--- config.mk ---
export PLATFORM = sky130hd
export DESIGN_NAME = battery_state_monitor
export DESIGN_NICKNAME = d
export VERILOG_FILES = /design/src/design/bsm_pkg.sv /design/src/design/battery_state_monitor.sv /design/src/design/bsm_pct_map.sv /design/src/design/bsm_eval.sv
export SDC_FILE = /design/constraint.sdc
export NUM_CORES = 1
export LEC_CHECK = 0
export ABC_AREA = 1
export BUFFER_PORTS_ARGS = -buffer_cell sky130_fd_sc_hd__buf_2
export CORE_MARGIN = 2
export CORE_UTILIZATION = 30
export CTS_BUF_LIST = sky130_fd_sc_hd__clkbuf_16
export CTS_CLUSTER_DIAMETER = 120
export DETAILED_ROUTE_END_ITERATION = 8
export GPL_ROUTABILITY_DRIVEN = 0
export SLEW_MARGIN = 20
export SYNTH_ARGS = -nofsm -noshare
export SYNTH_HDL_FRONTEND = slang
export SYNTH_SLANG_ARGS = --single-unit
--- constraint.sdc ---
create_clock -name clk -period 11.02 [get_ports clk]
set_input_delay 2.204 -clock clk [delete_from_list [all_inputs] [get_ports clk]]
set_output_delay 2.204 -clock clk [all_outputs]
set_load 0.03 [all_outputs]
--- src/design/bsm_pkg.sv ---
// ---------------------------------------------------------------------------
// bsm_pkg
// Shared types and constants for the battery state monitor.
// ---------------------------------------------------------------------------
`timescale 1ns / 1ps
`default_nettype none

package bsm_pkg;

  localparam int unsigned VOLT_W  = 13;
  localparam int unsigned CUR_W   = 12;
  localparam int unsigned TEMP_W  = 12;
  localparam int unsigned PCT_W   = 7;
  localparam int unsigned LOW_W   = 6;
  localparam int unsigned CRIT_W  = 5;
  localparam int unsigned LIMIT_W = 11;
  localparam int unsigned CFG_W   = 11;
  localparam int unsigned CIDX_W  = 2;

  localparam logic [VOLT_W-1:0] V_MIN_MV = 13'd3000;
  localparam logic [VOLT_W-1:0] V_MAX_MV = 13'd4200;

  // reciprocal of three, exact for quotients below 512
  localparam logic [7:0] RECIP3   = 8'd171;
  localparam int unsigned RECIP_SH = 9;

  localparam logic signed [CUR_W-1:0] CUR_FAST    = -12'sd500;
  localparam logic signed [CUR_W-1:0] CUR_SLOW    = -12'sd100;
  localparam logic signed [CUR_W-1:0] CUR_TRICKLE = -12'sd10;

  localparam logic [PCT_W-1:0] PCT_FULL = 7'd100;
  localparam logic [PCT_W-1:0] PCT_HIGH = 7'd80;

  localparam logic [LOW_W-1:0]   LOW_RST  = 6'd20;
  localparam logic [CRIT_W-1:0]  CRIT_RST = 5'd10;
  localparam logic [LIMIT_W-1:0] TCRIT_RST = 11'd550;
  localparam logic [LIMIT_W-1:0] TREL_RST  = 11'd450;

  typedef enum logic [CIDX_W-1:0] {
    REG_LOW   = 2'd0,
    REG_CRIT  = 2'd1,
    REG_TCRIT = 2'd2,
    REG_TREL  = 2'd3
  } cfg_reg_t;

  typedef enum logic [2:0] {
    CHG_NONE     = 3'd0,
    CHG_FAST     = 3'd1,
    CHG_SLOW     = 3'd2,
    CHG_TRICKLE  = 3'd3,
    CHG_COMPLETE = 3'd4,
    CHG_ERROR    = 3'd5
  } charge_code_t;

  typedef enum logic [2:0] {
    BAT_NORMAL   = 3'd0,
    BAT_HIGH     = 3'd1,
    BAT_FULL     = 3'd2,
    BAT_LOW      = 3'd3,
    BAT_CRITICAL = 3'd4,
    BAT_CHARGING = 3'd5
  } battery_code_t;

  typedef enum logic [1:0] {
    CMD_NONE    = 2'd0,
    CMD_DISABLE = 2'd1,
    CMD_ENABLE  = 2'd2
  } charge_cmd_t;

  typedef enum logic [1:0] {
    TEV_NONE   = 2'd0,
    TEV_HIGH   = 2'd1,
    TEV_NORMAL = 2'd2
  } temp_event_t;

  typedef enum logic [2:0] {
    SEV_NONE     = 3'd0,
    SEV_LOW      = 3'd1,
    SEV_CRITICAL = 3'd2,
    SEV_NORMAL   = 3'd3,
    SEV_CHARGING = 3'd4
  } state_event_t;

  typedef struct packed {
    logic [LOW_W-1:0]   low_threshold;
    logic [CRIT_W-1:0]  critical_threshold;
    logic [LIMIT_W-1:0] temp_critical_limit;
    logic [LIMIT_W-1:0] temp_release_limit;
  } cfg_t;

  typedef struct packed {
    logic [PCT_W-1:0] percent;
    charge_code_t     charge_code;
    battery_code_t    battery_code;
    charge_cmd_t      charge_command;
    temp_event_t      temp_event;
    state_event_t     state_event;
    logic             temp_warning;
  } result_t;

endpackage

`default_nettype wire

--- src/design/battery_state_monitor.sv ---
// ---------------------------------------------------------------------------
// battery_state_monitor
// Per-measurement battery supervisor: charge percentage, charge class,
// temperature hysteresis and battery mode events.
// ---------------------------------------------------------------------------
// Usage:
//   in_*  : one measurement item per valid/ready handshake
//   out_* : one result item per input item, same order, valid/ready
//   cfg_* : write-only register port, cfg_we with cfg_index and cfg_wdata;
//           write only while no item is in flight
// Order: an accepted item is held in the input register, evaluated and
//   captured in the result register, which presents its result.
// Throughput: one item per cycle while out_ready is high, set by the single
//   evaluation pass between the input register and the result register.
// Reset: thresholds return to 20 / 10 percent and 550 / 450 tenths of a
//   degree, battery mode to normal and the temperature warning to clear.
// Stall: while out_ready is low the result holds; the input register still
//   takes one more item, then in_ready drops until the result is taken.
// ---------------------------------------------------------------------------
`timescale 1ns / 1ps
`default_nettype none

module battery_state_monitor (
  input  wire logic                                clk,
  input  wire logic                                rst_n,

  input  wire logic                                cfg_we,
  input  wire logic [bsm_pkg::CIDX_W-1:0]          cfg_index,
  input  wire logic [bsm_pkg::CFG_W-1:0]           cfg_wdata,

  input  wire logic                                in_valid,
  output logic                                     in_ready,
  input  wire logic [bsm_pkg::VOLT_W-1:0]          in_voltage_mv,
  input  wire logic signed [bsm_pkg::CUR_W-1:0]    in_current_ma,
  input  wire logic signed [bsm_pkg::TEMP_W-1:0]   in_temp_decidegree,
  input  wire logic                                in_charge_enabled,

  output logic                                     out_valid,
  input  wire logic                                out_ready,
  output logic [bsm_pkg::PCT_W-1:0]                out_percent,
  output logic [2:0]                               out_charge_code,
  output logic [2:0]                               out_battery_code,
  output logic [1:0]                               out_charge_command,
  output logic [1:0]                               out_temp_event,
  output logic [2:0]                               out_state_event,
  output logic                                     out_temp_warning
);
  import bsm_pkg::*;

  cfg_t cfg_r;

  logic                      s1_valid_r;
  logic [VOLT_W-1:0]         s1_volt_r;
  logic signed [CUR_W-1:0]   s1_cur_r;
  logic signed [TEMP_W-1:0]  s1_temp_r;
  logic                      s1_chg_r;

  logic                      out_valid_r;
  result_t                   out_r;

  battery_code_t             mode_r;
  logic                      warn_r;

  logic                      out_adv;
  logic                      s1_adv;
  logic [PCT_W-1:0]          pct;
  result_t                   res;

  assign out_adv  = !out_valid_r || out_ready;
  assign s1_adv   = s1_valid_r && out_adv;
  assign in_ready = !s1_valid_r || out_adv;

  // configuration registers
  always_ff @(posedge clk) begin
    if (!rst_n) begin
      cfg_r.low_threshold       <= LOW_RST;
      cfg_r.critical_threshold  <= CRIT_RST;
      cfg_r.temp_critical_limit <= TCRIT_RST;
      cfg_r.temp_release_limit  <= TREL_RST;
    end else if (cfg_we) begin
      case (cfg_index)
        REG_LOW:   cfg_r.low_threshold       <= cfg_wdata[LOW_W-1:0];
        REG_CRIT:  cfg_r.critical_threshold  <= cfg_wdata[CRIT_W-1:0];
        REG_TCRIT: cfg_r.temp_critical_limit <= cfg_wdata[LIMIT_W-1:0];
        REG_TREL:  cfg_r.temp_release_limit  <= cfg_wdata[LIMIT_W-1:0];
        default: ;
      endcase
    end
  end

  // input register
  always_ff @(posedge clk) begin
    if (!rst_n) begin
      s1_valid_r <= 1'b0;
    end else if (in_ready) begin
      s1_valid_r <= in_valid;
    end
  end

  always_ff @(posedge clk) begin
    if (in_ready && in_valid) begin
      s1_volt_r <= in_voltage_mv;
      s1_cur_r  <= in_current_ma;
      s1_temp_r <= in_temp_decidegree;
      s1_chg_r  <= in_charge_enabled;
    end
  end

  bsm_pct_map u_pct (
    .voltage_mv (s1_volt_r),
    .percent    (pct)
  );

  bsm_eval u_eval (
    .percent         (pct),
    .current_ma      (s1_cur_r),
    .temp_decidegree (s1_temp_r),
    .charge_enabled  (s1_chg_r),
    .cfg             (cfg_r),
    .battery_mode    (mode_r),
    .warning_flag    (warn_r),
    .res             (res)
  );

  // monitor state, advanced once per item
  always_ff @(posedge clk) begin
    if (!rst_n) begin
      mode_r <= BAT_NORMAL;
      warn_r <= 1'b0;
    end else if (s1_adv) begin
      mode_r <= res.battery_code;
      warn_r <= res.temp_warning;
    end
  end

  // result register
  always_ff @(posedge clk) begin
    if (!rst_n) begin
      out_valid_r <= 1'b0;
    end else if (out_adv) begin
      out_valid_r <= s1_valid_r;
    end
  end

  always_ff @(posedge clk) begin
    if (s1_adv) begin
      out_r <= res;
    end
  end

  assign out_valid          = out_valid_r;
  assign out_percent        = out_r.percent;
  assign out_charge_code    = out_r.charge_code;
  assign out_battery_code   = out_r.battery_code;
  assign out_charge_command = out_r.charge_command;
  assign out_temp_event     = out_r.temp_event;
  assign out_state_event    = out_r.state_event;
  assign out_temp_warning   = out_r.temp_warning;

  a_warn_tracks_result: assert property (@(posedge clk) disable iff (!rst_n)
    out_valid_r |-> (warn_r == out_r.temp_warning))
    else $error("warning state differs from last result");

  a_mode_tracks_result: assert property (@(posedge clk) disable iff (!rst_n)
    out_valid_r |-> (mode_r == out_r.battery_code))
    else $error("battery mode differs from last result");

  a_temp_event_flag: assert property (@(posedge clk) disable iff (!rst_n)
    out_valid_r && (out_r.temp_event == TEV_HIGH) |-> out_r.temp_warning)
    else $error("temperature high event without warning");

  a_charging_class: assert property (@(posedge clk) disable iff (!rst_n)
    out_valid_r && (out_r.battery_code == BAT_CHARGING)
      |-> (out_r.charge_code != CHG_NONE))
    else $error("charging mode without charge class");

  a_pct_range: assert property (@(posedge clk) disable iff (!rst_n)
    out_valid_r |-> (out_r.percent <= PCT_FULL))
    else $error("percentage out of range");

endmodule

`default_nettype wire

--- src/design/bsm_pct_map.sv ---
// ---------------------------------------------------------------------------
// bsm_pct_map
// Clamped linear map of battery voltage to charge percentage.
// ---------------------------------------------------------------------------
`timescale 1ns / 1ps
`default_nettype none

module bsm_pct_map (
  input  wire logic [bsm_pkg::VOLT_W-1:0] voltage_mv,
  output logic      [bsm_pkg::PCT_W-1:0]  percent
);
  import bsm_pkg::*;

  logic [VOLT_W-1:0] diff;
  logic [8:0]        quarter;
  logic [16:0]       prod;

  // (mv - 3000) / 12 = ((mv - 3000) >> 2) / 3
  assign diff    = voltage_mv - V_MIN_MV;
  assign quarter = diff[10:2];
  assign prod    = 17'(quarter) * 17'(RECIP3);

  always_comb begin
    if (voltage_mv <= V_MIN_MV) begin
      percent = '0;
    end else if (voltage_mv >= V_MAX_MV) begin
      percent = PCT_FULL;
    end else begin
      percent = prod[RECIP_SH +: PCT_W];
    end
  end

endmodule

`default_nettype wire

--- src/design/bsm_eval.sv ---
// ---------------------------------------------------------------------------
// bsm_eval
// Charge class, temperature hysteresis and battery mode with event decode.
// ---------------------------------------------------------------------------
`timescale 1ns / 1ps
`default_nettype none

module bsm_eval (
  input  wire logic [bsm_pkg::PCT_W-1:0]         percent,
  input  wire logic signed [bsm_pkg::CUR_W-1:0]  current_ma,
  input  wire logic signed [bsm_pkg::TEMP_W-1:0] temp_decidegree,
  input  wire logic                              charge_enabled,
  input  wire bsm_pkg::cfg_t                     cfg,
  input  wire bsm_pkg::battery_code_t            battery_mode,
  input  wire logic                              warning_flag,
  output bsm_pkg::result_t                       res
);
  import bsm_pkg::*;

  logic signed [TEMP_W:0] temp_ext;
  logic signed [TEMP_W:0] crit_ext;
  logic signed [TEMP_W:0] rel_ext;
  logic [PCT_W-1:0]       low_ext;
  logic [PCT_W-1:0]       crit_pct_ext;

  assign temp_ext     = {temp_decidegree[TEMP_W-1], temp_decidegree};
  assign crit_ext     = $signed({2'b00, cfg.temp_critical_limit});
  assign rel_ext      = $signed({2'b00, cfg.temp_release_limit});
  assign low_ext      = PCT_W'(cfg.low_threshold);
  assign crit_pct_ext = PCT_W'(cfg.critical_threshold);

  always_comb begin
    res         = '0;
    res.percent = percent;

    if (!charge_enabled) begin
      res.charge_code = CHG_NONE;
    end else if (current_ma < CUR_FAST) begin
      res.charge_code = CHG_FAST;
    end else if (current_ma < CUR_SLOW) begin
      res.charge_code = CHG_SLOW;
    end else if (current_ma < CUR_TRICKLE) begin
      res.charge_code = CHG_TRICKLE;
    end else if (percent >= PCT_FULL) begin
      res.charge_code = CHG_COMPLETE;
    end else begin
      res.charge_code = CHG_ERROR;
    end

    res.charge_command = CMD_NONE;
    res.temp_event     = TEV_NONE;
    res.temp_warning   = warning_flag;
    if (temp_ext > crit_ext) begin
      res.charge_command = CMD_DISABLE;
      res.temp_warning   = 1'b1;
      if (!warning_flag) begin
        res.temp_event = TEV_HIGH;
      end
    end else if (temp_ext < rel_ext && warning_flag) begin
      res.charge_command = CMD_ENABLE;
      res.temp_event     = TEV_NORMAL;
      res.temp_warning   = 1'b0;
    end

    if (charge_enabled) begin
      res.battery_code = BAT_CHARGING;
    end else if (percent <= crit_pct_ext) begin
      res.battery_code = BAT_CRITICAL;
    end else if (percent <= low_ext) begin
      res.battery_code = BAT_LOW;
    end else if (percent >= PCT_FULL) begin
      res.battery_code = BAT_FULL;
    end else if (percent > PCT_HIGH) begin
      res.battery_code = BAT_HIGH;
    end else begin
      res.battery_code = BAT_NORMAL;
    end

    res.state_event = SEV_NONE;
    if (res.battery_code != battery_mode) begin
      case (res.battery_code)
        BAT_LOW:      res.state_event = SEV_LOW;
        BAT_CRITICAL: res.state_event = SEV_CRITICAL;
        BAT_CHARGING: res.state_event = SEV_CHARGING;
        default:      res.state_event = SEV_NORMAL;
      endcase
    end
  end

endmodule

`default_nettype wire

* Yosys cells after proc, flatten, opt, wreduce, memory -nomap -nowiden
Index checks and enable logic that the tools add are counted.
** Operators by class
- $add $sub $neg :: 1
- $mul :: 1
- Order comparisons :: 11
- Eq/ne operators :: 7
- Mux-type cells :: 17
- Bitwise operators :: 1
- Reduce and logical (&&, ||, !) cells :: 14
** Operators by type and width (number)
- $mul A9 B8 Y16 const B :: 1
- $mux W7 :: 2
- $ge A13 B13 Y1 const B :: 1
- $le A13 B12 Y1 const B :: 1
- $gt A12 B12 Y1 :: 1
- $lt A12 B10 Y1 const B :: 1
- $lt A12 B12 Y1 :: 1
- $lt A12 B5 Y1 const B :: 1
- $lt A12 B8 Y1 const B :: 1
- $mux W3 :: 4
- $sub A11 B10 Y11 const B :: 1
- $pmux W3 S3 :: 1
- $reduce_and A2 Y1 :: 4
- $ge A7 B7 Y1 const B :: 1
- $gt A7 B7 Y1 const B :: 1
- $le A7 B5 Y1 :: 1
- $le A7 B6 Y1 :: 1
- $eq A3 B3 Y1 const B :: 2
- $mux W1 :: 6
- $mux W2 :: 3
- $eq A2 B2 Y1 const B :: 2
- $mux W4 :: 1
- $reduce_or A4 Y1 :: 1
- $eq A3 B2 Y1 const B :: 1
- other kinds (8) :: 12
** Storage, ports and cells
- Register bits after elaboration :: 98
- Input port bits :: 56
- Output and inout port bits :: 23
- Word-level logic and storage cells :: 73

* Longest topological paths before layout
Gate-level depths: netlist of run 1.
- Word-level depth :: 12
- Mapped depth :: 39
- Depth with buffers taken out :: 38

* Modules after synthesis
Synthesis of run 1 repeated with hierarchy kept, for this count alone.
** Unflattened totals
- Cell total of the unflattened synthesis :: 770
- Area, all modules :: 6433.7 um^2
** Modules (own cells, without submodules)
- battery_state_monitor :: instances 1, cells each 291, area an instance 3379.5 um^2, seq. area each 2552.4 um^2
- bsm_pct_map :: instances 1, cells each 263, area an instance 1804.2 um^2, seq. area each 0.0 um^2
- bsm_eval :: instances 1, cells each 216, area an instance 1249.9 um^2, seq. area each 0.0 um^2

* Least setup slack after synthesis of run 1
No wires, ideal clock.
- Kind :: register to register
- Start :: reg s1_volt_r[3]
- End :: reg out_r, in the netlist out_state_event[2] (data pin)
- Library setup time :: 0.250 ns
- Arrival time :: 5.184 ns
- Required time :: 10.770 ns
- Path slack :: 5.586 ns
- Cell stages (with the launch flop) :: 34
- Buffers on the path :: 0
- Clock period less this slack :: 5.434 ns
- Cells stage by stage :: edfxtp_1 ha_1 nand2_1 inv_1 nor2_1 ha_1 fa_1 fa_1 fa_1 ha_1 a21oi_1 o21ai_0 inv_1 nand2_1 nand2_1 nand3_2 nand2_2 inv_1 ha_1 nand2_1 nor2_1 a211oi_1 o21ai_0 o21ai_0 nand3_4 nand2_4 inv_4 nand2_2 nand2_1 nand2_1 nor2_2 nand3_2 nand2_1 inv_1
** RTL lines
- start, declared :: RTL line battery_state_monitor.sv:53 : logic [VOLT_W-1:0] s1_volt_r;
- start signal, assigned :: RTL line battery_state_monitor.sv:102 : s1_volt_r <= in_voltage_mv;
- end signal, assigned :: RTL line battery_state_monitor.sv:147 : out_r <= res;
- end, declared :: RTL line battery_state_monitor.sv:59 : result_t out_r;

==> results by group, run 1 <==
Global routing
  • Antenna violations before repair: 0
  • Layer with the highest usage: met2
  • Remaining Overflow, GRT: 0
  • GR Util met3: 0.0216
  • Largest net degree at the start of global routing: 33
  • First-pass GRT wire length: 21.3 mm
  • All-Layer GR Usage: 0.124
  • Met1 usage: 0.164
  • GRT met2 Usage: 0.201
  • Number of global-route vias before repair: 4566

Clocking
  • Worst-Skew Late Latency: around 0.36 ns
  • Root Driver: clkbuf_16
  • Clock slew at reported path FFs: ~0.070 ns
  • Post-CTS setup buffer count: 0
  • Clock sink total: 96
  • CTS tree: yes
  • H-tree depth: 3
  • Post-CTS Hold Fix Bufs: 0
  • CTS max path bufs: 2
  • Cts repair resizes: 0
  • Cts bufs inserted: 9

Placement
  • Hpwl dp: about 10 mm
  • Dpl cells: 1015
  • Post-Place Worst Slack: between 4 and 5 ns
  • # port buffers: 77

Synth
  • Yosys cell types: 43
  • Post-synthesis cell area: around 0.0060 sq mm
  • Post-synth EDFFs: 57
  • Register area share after synthesis: 0.413
  • Simple-gate area share of the yosys netlist: 0.177
  • Post-synth ARST share: 0
  • Most instantiated cells after synthesis: 126 x inv_1, 103 x nand2_1, 76 x ha_1
  • Adder-Cell Fraction of Synth Area: 0.200
  • Most used DFF post-synth: edfxtp_1
  • Combinational family with the most area after synthesis: adder cells
  • Syn_nets: ~820
  • Cells after synthesis: a little under 700
  • Most frequent cell after synthesis: inv_1
  • Compound-cell area share of the yosys netlist: 0.108
  • Post-synth top area cell: edfxtp_1
  • Synth Register Bits: 96
  • Synthesis warning total: 0
  • Post-Synth XOR/XNOR Area: 0.0130
  • Dominant cells by area after synthesis: edfxtp_1 28%, ha_1 16%, dfxtp_1 13%
  • Post-synthesis mux area share: 0
  • Yosys top cell area share: 0.283
  • Syn Area/Cell: around 8.9 sq um

Timing
  • Clock Skews: between 0.015 and 0.02 ns
  • Final hold violation count: 0
  • Final setup margin: 4.84 ns
  • Fmax: ~160 MHz
  • Slew Limit Fails: 0
  • Final min period: about 6 ns
  • RSZ-0062 raised after global routing: no
  • Slew headroom: 0.394
  • Crit share post-route: 0.561
  • Final setup violation count: 0
  • Hold_ws: 0.459 ns
  • Setup TNS: 0 ns
  • Worst-margin pin slew: around 0.91 ns

Drt
  • Vias per cell: about 4.4
  • DRT Wirelength: around 12 mm
  • Iter 0 DRT Violations: slightly below 200
  • WL/cell: 12.0 um
  • DR DRC count: 0
  • DRT Pass-1 Iters: 4
  • DR vias: approximately 4600
  • Remaining antenna violation count: 0

Hold path
  • Min-delay src: cfg_r[28]
  • Hold worst-path end: cfg_r[28]
  • Worst hold path type: reg2reg
  • Hold path cells: 2

Power and ir drop
  • Total power: roughly 1.3 mW
  • Leakage dissipation: between 3 and 4 nW
  • Worst vdd ir: 0.0000676 V
  • Cell area power density: 191 mW/mm^2

Worst setup path
  • Most frequent CP cell: nand2_1
  • WP data arrival: around 6.3 ns
  • Critical Path Start Type: flop
  • Slowest-stage cell, CP: fa_1
  • Crit-path max FO: 5
  • Source of the worst register-to-register timing path: s1_volt_r[3]
  • Worst R2R Path Depth: 34
  • Crit path capture type: flop
  • Reg2reg end: out_state_event[0]
  • Reg2reg setup slack: 4.84 ns
  • CP peak stage delay: around 0.55 ns
  • Critical path required time: roughly 11 ns
  • Setup CP Type: reg2reg

Layout
  • P&R area growth vs syn: 16.2%
  • ANT cells: 0
  • # nets final: roughly 900
  • Share of cells above drive strength 1: 0.168
  • Non-filler cells, final: just over 1000

Floorplanning
  • Initial core utilization: 0.308
  • # IOs: slightly below 80
  • Chip height: between 100 and 150 um
  • Total core area: between 0.015 and 0.02 sq mm
  • Die Area: ~0.021 sq mm
  • Row count: just over 50
  • Die X: about 150 um

Outcome
  • Status: finished, final reports clean

Flow run
  • Max-cap violations: 0
[critical path, delay by kind of cell, from the launching register on]
family | cells | cell delay (ns)
simple gates | 16 | 1.62
compound gates | 4 | 0.62
xor+xnor | 1 | 0.22
fa+ha+maj | 7 | 2.59
buf+inv | 6 | 0.39
flops | 1 | 0.48
[flip-flops by register name, indices dropped and copies added, names as in the netlist]
register,cells
s1_chg_r,1
warn_r,1
out_charge_code,3
out_battery_code,3
s1_cur_r,11
out_charge_command,2
out_temp_warning,1
s1_volt_r,13
out_state_event,3
out_percent,7
out_temp_event,1
s1_valid_r,1
mode_r,3
out_valid,1
cfg_r,33
s1_temp_r,12
[cell families (layout without fill, tap and decap cells)]
family	Yosys count	in the layout
and+or+nand+nor	225	225
adders and majority gates	89	89
DFF	96	96
AOI/OAI and AO/OA	119	119
xor gates and xnor gates	9	9
buffers and inverters	141	228
[report_power, final]
part           total [mW]  internal [mW]  switching (mW)
logic               0.613          0.224           0.389
clock network       0.301          0.157           0.144
registers           0.426          0.415          0.0117
total                1.34          0.796           0.545
[metal layers]
metal	routed length, um	vias up	part of all wire
li1	-	2429	-
met1	6230	2063	0.50
met2	5540	75	0.45
met3	364	13	0.029
met4	206	0	0.017
met5	0	-	0
[worst max-delay path by stage]
stage / depth (start not counted) / slack (ns) / to / startpoint
3_5_place_dp: 34 / 4.86 / out_state_event[2] / s1_volt_r[3]
5_1_grt: 34 / 4.26 / out_state_event[0] / s1_volt_r[3]
6_report: 34 / 4.84 / out_state_event[0] / s1_volt_r[3]
4_1_cts: 34 / 4.84 / out_state_event[0] / s1_volt_r[3]
2_1_floorplan: 33 / 5.59 / out_state_event[2] / s1_volt_r[3]
3_3_place_gp: 33 / 4.89 / out_state_event[2] / s1_volt_r[3]
[per-stage QoR]
stage / cell area [sq um] / util
2_1_floorplan: 6040 / -
3_3_place_gp: 6740 / 0.344
3_5_place_dp: 6740 / 0.344
4_1_cts: 7020 / 0.358
5_1_grt: 7020 / 0.358
6_report: 7020 / 0.358
[cells in the final DEF (no fill, tap or decap), drive strengths merged, types with 4 or more instances in the layout]
master  synthesis  layout
fa             13      13
o211ai          9       9
o21ai          46      46
inv           132     135
nand3b          4       4
nand3          37      37
clkbuf          5       9
ha             76      76
dfxtp          39      39
nor2           46      46
edfxtp         57      57
nand4           8       8
a21oi          50      50
nand2         116     116
clkinv          2       4
xor2            7       7
buf             2      78
nor3            9       9
[area by class of cell]
type,instances,area [sq um]
inverter,134,508
clock inverter,7,62.6
clock buffer,9,225
timing repair buffer,78,393
fill,2013,12600
tap,265,332
multi-input combinational,442,3010
sequential,96,2490
Note: power is estimated with default switching activity, not from simulation.
==> inputs of run 2 (changes only) <==
- clock period: 11.02 -> 5.2 ns (I/O delays scaled with it)
==> run 2 against run 1 <==
The flow now finishes with violations (negative setup slack). Setup slack got worse by 5.1 ns. Die area unchanged. Maximum frequency grew 14%. Register-to-register slack lost 5.1 ns. Power increased to 2.9 times the previous value. Global-route usage up 0.63 points. Sequential share of layout area shrank 5.2 points. Via count is 8.4% higher. Cell count increased by 8.2%. Critical path depth decreased by 4.
==> results by group, run 2 (synthesis results as in run 1) <==
Outcome
  • Status: finished with violations
  • Failing checks: negative setup slack

Worst setup path
  • Worst R2R Path Depth: 30
  • Crit path capture type: flop
  • Reg2reg setup slack: -0.22 ns
  • Critical path required time: 5.32 ns
  • Critical Path Start Type: flop
  • WP data arrival: roughly 5.5 ns
  • Most frequent CP cell: nand2_2
  • Setup CP Type: reg2reg
  • Crit-path max FO: 4
  • Slowest-stage cell, CP: fa_1
  • CP peak stage delay: between 0.5 and 0.6 ns

Floorplanning
  • Total core area: between 0.015 and 0.02 sq mm
  • Initial core utilization: 0.308
  • Die X: 146 um
  • # IOs: just under 80
  • Die Area: between 0.02 and 0.025 sq mm
  • Row count: 51
  • Chip height: between 100 and 150 um

Timing
  • Clock Skews: ~0.0099 ns
  • RSZ-0062 raised after global routing: yes
  • Final setup violation count: 6
  • Final setup margin: -0.218 ns
  • Final min period: roughly 5.4 ns
  • Slew Limit Fails: 0
  • Final hold violation count: 0
  • Slew headroom: 0.405
  • Setup TNS: -0.811 ns
  • Worst-margin pin slew: a little under 0.9 ns
  • Crit share post-route: 1.04
  • Fmax: about 180 MHz

Global routing
  • Largest net degree at the start of global routing: 38
  • Remaining Overflow, GRT: 0
  • All-Layer GR Usage: 0.130
  • Number of global-route vias before repair: about 4900
  • Antenna violations before repair: 0
  • First-pass GRT wire length: approximately 23 mm

Layout
  • Most frequent cells in the layout: 117 x inv_1, 85 x nand2_1, 80 x buf_4
  • # nets final: between 900 and 1000
  • Share of cells above drive strength 1: 0.347
  • Largest register FFs: 33
  • Commonest non-fill, non-tap cell in the layout: inv_1
  • Most flops, register: cfg_r
  • ANT cells: 0
  • Finished Cell Area: 0.00822 sq mm
  • P&R area growth vs syn: 36.0%
  • Registers with the most flip-flops: cfg_r: 33 flops, s1_volt_r: 13 flops, s1_temp_r: 12 flops
  • Final core utilization: 0.419

Drt
  • DR vias: 4966
  • WL/cell: between 10 and 15 um
  • Vias per cell: about 4.4
  • Remaining antenna violation count: 0
  • Iter 0 DRT Violations: 144
  • DR DRC count: 0
  • DRT Pass-1 Iters: 4
  • DRT Wirelength: roughly 14 mm

Power and ir drop
  • Pint: between 2 and 2.5 mW
  • Sw power: approximately 1.6 mW
  • Seq pwr share: 0.235
  • Leakage dissipation: 3.86 nW
  • Combinational share of power: 0.590
  • Switching portion of total power: 0.404
  • Worst vdd ir: 0.000202 V
  • Cell area power density: 467 mW/mm^2
  • Clk pwr share: 0.176
  • Total power: 3.84 mW

Clocking
  • Cts bufs inserted: 9
  • H-tree depth: 3
  • Clock slew at reported path FFs: around 0.08 ns
  • CTS max path bufs: 2
  • Clock sink total: 96
  • Post-CTS Hold Fix Bufs: 0
  • CTS tree: yes
  • Root Driver: clkbuf_16
  • Worst-Skew Late Latency: between 0.3 and 0.4 ns

Placement
  • Hpwl dp: a little over 10 mm
  • Post-place instance area: a little over 0.007 sq mm
  • # port buffers: between 70 and 80

Hold path
  • Worst hold path type: reg2reg
  • Hold path cells: 2

Flow run
  • Max-cap violations: 0
-- run 2: cell count changes in the layout (fill, tap and decap cells not counted), moves of 7 or more --
| cell | delta |
|---|---|
| ha_1 | -17 |
| buf_4 | +79 |
| nand2_1 | -18 |
| a21oi_1 | -7 |
| o21ai_0 | -7 |
| inv_1 | -9 |
| ha_4 | +17 |
| nand2_2 | +14 |
| nor2_4 | +8 |
| nor2_1 | -13 |
-- run 2: area by class of cell --
type / count / area (sq um)
Tap cell: 265 / 332
Sequential cell: 96 / 2490
Fill cell: 1909 / 11400
Clock buffer: 9 / 225
Clock inverter: 7 / 76.3
Multi-Input combinational cell: 442 / 3520
Inverter: 134 / 515
Timing Repair Buffer: 163 / 1050
-- run 2: stage by stage --
| stage | hold WS, ns | cells | setup WS, ns |
|---|---|---|---|
| final | 0.459 | 1116 | -0.218 |
| after global routing | 0.489 | 1116 | -0.448 |
| after CTS | 0.460 | 1110 | -0.0490 |
| after detailed placement | 0.449 | 1081 | -0.433 |
| after global placement | 0.443 | 1081 | -0.306 |
| after floorplan | 0.424 | 679 | 0.0119 |
-- run 2: worst paths after layout --
| path | start | end |
|---|---|---|
| max | s1_volt_r[3] | out_state_event[2] |
| max reg2reg | s1_volt_r[3] | out_state_event[2] |
| min reg2reg | cfg_r[0] | cfg_r[0] |
| min | cfg_r[0] | cfg_r[0] |
-- run 2: power by group through the flow --
stage,logic (mW),registers (mW),clock network (mW)
2_1_floorplan,1.00,0.955,0
3_3_place_gp,1.62,0.918,0
4_1_cts,2.04,0.901,0.696
6_report,2.26,0.902,0.674
3_5_place_dp,1.63,0.919,0
5_1_grt,2.51,0.908,0.726
-- run 2: worst max-delay path, delay by kind of cell (launching register included) --
kind / cells / cell delay (ns)
AOI/OAI and AO/OA: 2 / 0.24
adders and majority gates: 7 / 2.50
buffers and inverters: 6 / 0.51
DFF: 1 / 0.49
and+or+nand+nor: 15 / 1.45
-- run 2: layer usage --
metal	vias up	GRT usage	routed length, um
met4	0	0.0446	203
li1	2599	-	-
met5	-	0	0
met3	12	0.0260	447
met2	66	0.212	6510
met1	2289	0.172	6500
-- run 2: repair_timing --
| item | in CTS | in global routing |
|---|---|---|
| gates resized for setup | 54 | 51 |
| pin swaps | 23 | 43 |
| endpoints found under the setup margin | 9 | 9 |
| setup buffers | 13 | 7 |
| hold endpoints to repair | 0 | 0 |
==> inputs of run 3 (changes only) <==
--- a/config.mk
+++ b/config.mk
@@ -8,4 +8,5 @@
 export ABC_AREA = 1
 export BUFFER_PORTS_ARGS = -buffer_cell sky130_fd_sc_hd__buf_2
+export CAP_MARGIN = 10
 export CORE_MARGIN = 2
 export CORE_UTILIZATION = 30
@@ -14,5 +15,5 @@
 export DETAILED_ROUTE_END_ITERATION = 8
 export GPL_ROUTABILITY_DRIVEN = 0
-export SLEW_MARGIN = 20
+export SLEW_MARGIN = 10
 export SYNTH_ARGS = -nofsm -noshare
 export SYNTH_HDL_FRONTEND = slang
==> constraint.sdc (replaced) <==
create_clock -name clk -period 5.2 [get_ports clk]
set_input_delay 0.78 -clock clk [delete_from_list [all_inputs] [get_ports clk]]
set_output_delay 0.78 -clock clk [all_outputs]
set_load 0.03 [all_outputs]
==> run 3 against run 2 <==
Highest routed layer unchanged. Register-to-register slack got worse by 0.03 ns. The run still ends with negative setup slack left. Setup slack got worse by 0.033 ns. Power barely moved. Sequential power barely moved. Global-route usage decreased by 0.34 points. Critical endpoint unchanged. Largest power group unchanged. First-iteration DRC count grew 15%. Non-clock buffer count shrank 7. Combinational power is 3% lower.
==> results by group, run 3 (synthesis results as in run 1) <==
Timing
  • Slew headroom: 0.401
  • Final setup violation count: 5
  • Crit share post-route: 1.05
  • Final min period: approximately 5.5 ns
  • Final hold violation count: 0
  • Worst-margin pin slew: roughly 0.90 ns
  • Clock Skews: around 0.014 ns
  • RSZ-0062 raised after global routing: yes
  • Slew Limit Fails: 0
  • Final setup margin: -0.250 ns
  • Fmax: between 150 and 200 MHz
  • Hold_ws: approximately 0.46 ns

Global routing
  • Antenna violations before repair: 0
  • Largest net degree at the start of global routing: 38
  • All-Layer GR Usage: 0.127
  • Remaining Overflow, GRT: 0
  • First-pass GRT wire length: between 20 and 25 mm
  • Number of global-route vias before repair: around 4700

Worst setup path
  • Most frequent CP cell: nand2_2
  • Slowest-stage cell, CP: fa_1
  • Crit-path max FO: 5
  • Critical path required time: 5.32 ns
  • Setup CP Type: reg2reg
  • CP peak stage delay: about 0.57 ns
  • Critical Path Start Type: flop
  • WP data arrival: around 5.6 ns
  • Crit path capture type: flop

Clocking
  • H-tree depth: 3
  • CTS tree: yes
  • Root Driver: clkbuf_16
  • CTS max path bufs: 2
  • Clock sink total: 96
  • Post-CTS Hold Fix Bufs: 0
  • Worst-Skew Late Latency: ~0.36 ns
  • Clock slew at reported path FFs: 0.08 ns
  • Cts bufs inserted: 9

Power and ir drop
  • Worst vdd ir: 0.000200 V
  • Cell area power density: between 400 and 500 mW/mm^2
  • Leakage dissipation: 3.82 nW
  • Total power: 3.84 mW

Layout
  • Share of cells above drive strength 1: 0.328
  • Fillers: around 1900
  • ANT cells: 0
  • Registers with the most flip-flops: cfg_r: 33 flops, s1_volt_r: 13 flops, s1_temp_r: 12 flops
  • P&R area growth vs syn: 33.8%
  • # nets final: between 900 and 1000
  • Commonest non-fill, non-tap cell in the layout: inv_1
  • Largest register FFs: 33
  • Most frequent cells in the layout: 117 x inv_1, 91 x nand2_1, 78 x buf_4
  • Most flops, register: cfg_r

Floorplanning
  • Initial core utilization: 0.308
  • Chip height: approximately 150 um
  • Die X: roughly 150 um
  • # IOs: 79
  • Row count: 51
  • Total core area: roughly 0.020 sq mm
  • Die Area: between 0.02 and 0.025 sq mm

Placement
  • Hpwl dp: about 10 mm
  • # port buffers: 77

Drt
  • DR DRC count: 0
  • WL/cell: approximately 12 um
  • DRT Wirelength: 13.2 mm
  • Vias per cell: around 4.4
  • Iter 0 DRT Violations: 166
  • DR vias: 4914
  • Remaining antenna violation count: 0
  • DRT Pass-1 Iters: 4

Flow run
  • Max-cap violations: 0

Outcome
  • Failing checks: negative setup slack
  • Status: finished with violations

Hold path
  • Worst hold path type: reg2reg
[run 3: worst max-delay path: cells and delay by family, from the launching register on]
kind,cells,cell delay (ns)
buffers and inverters,7,0.57
DFF,1,0.48
and+or+nand+nor,17,1.40
AOI/OAI and AO/OA,3,0.40
adders and majority gates,7,2.41
[run 3: per-layer routing]
metal,share of wire,track usage,up-vias
met5,0,0,-
met4,0.022,0.0480,0
met3,0.030,0.0207,19
met2,0.46,0.207,71
met1,0.49,0.169,2243
li1,-,-,2581
[run 3: per-stage QoR]
stage                     utilization  std cells  worst slack [ns]  cell area, sq um  TNS (ns)
after floorplan                     -        679            0.0119              6080         0
after detailed placement        0.371       1081            -0.373              7270     -1.63
after CTS                       0.401       1103           -0.0806              7860    -0.223
final                           0.413       1109            -0.250              8080    -0.735
after global placement          0.371       1081            -0.300              7270     -1.14
after global routing            0.413       1109            -0.522              8080     -2.42
[run 3: area by class of cell]
cell class | instances | area [sq um] | share of cell area
flip-flops and latches | 96 | 2490 | 0.308
inverters | 134 | 513 | 0.0635
clock inverters | 7 | 113 | 0.0139
repair buffers | 156 | 982 | 0.122
multi-input cells | 442 | 3430 | 0.424
well taps | 265 | 332 | 0.0410
clock buffers | 9 | 225 | 0.0279
[run 3: what timing repair did]
| item | in CTS | in global routing |
|---|---|---|
| gates resized for setup | 39 | 43 |
| endpoints found under the setup margin | 8 | 9 |
| hold endpoints to repair | 0 | 0 |
| buffers inserted | 6 | 7 |
| pin swaps | 20 | 35 |
[run 3: final timing paths]
path	slack [ns]	depth (start not counted)	start	end
setup reg to reg	-0.25	34	s1_volt_r[3]	out_state_event[2]
setup / recovery	-0.25	34	s1_volt_r[3]	out_state_event[2]
hold / removal	0.46	2	cfg_r[3]	cfg_r[3]
hold reg to reg	0.46	2	cfg_r[3]	cfg_r[3]
[run 3: power breakdown]
part	total [mW]	leakage, nW	switching, mW	internal (mW)
sequential	0.901	0.870	0.0226	0.879
combinational	2.20	2.79	1.17	1.03
clock	0.744	0.161	0.312	0.432
total	3.84	3.82	1.51	2.34
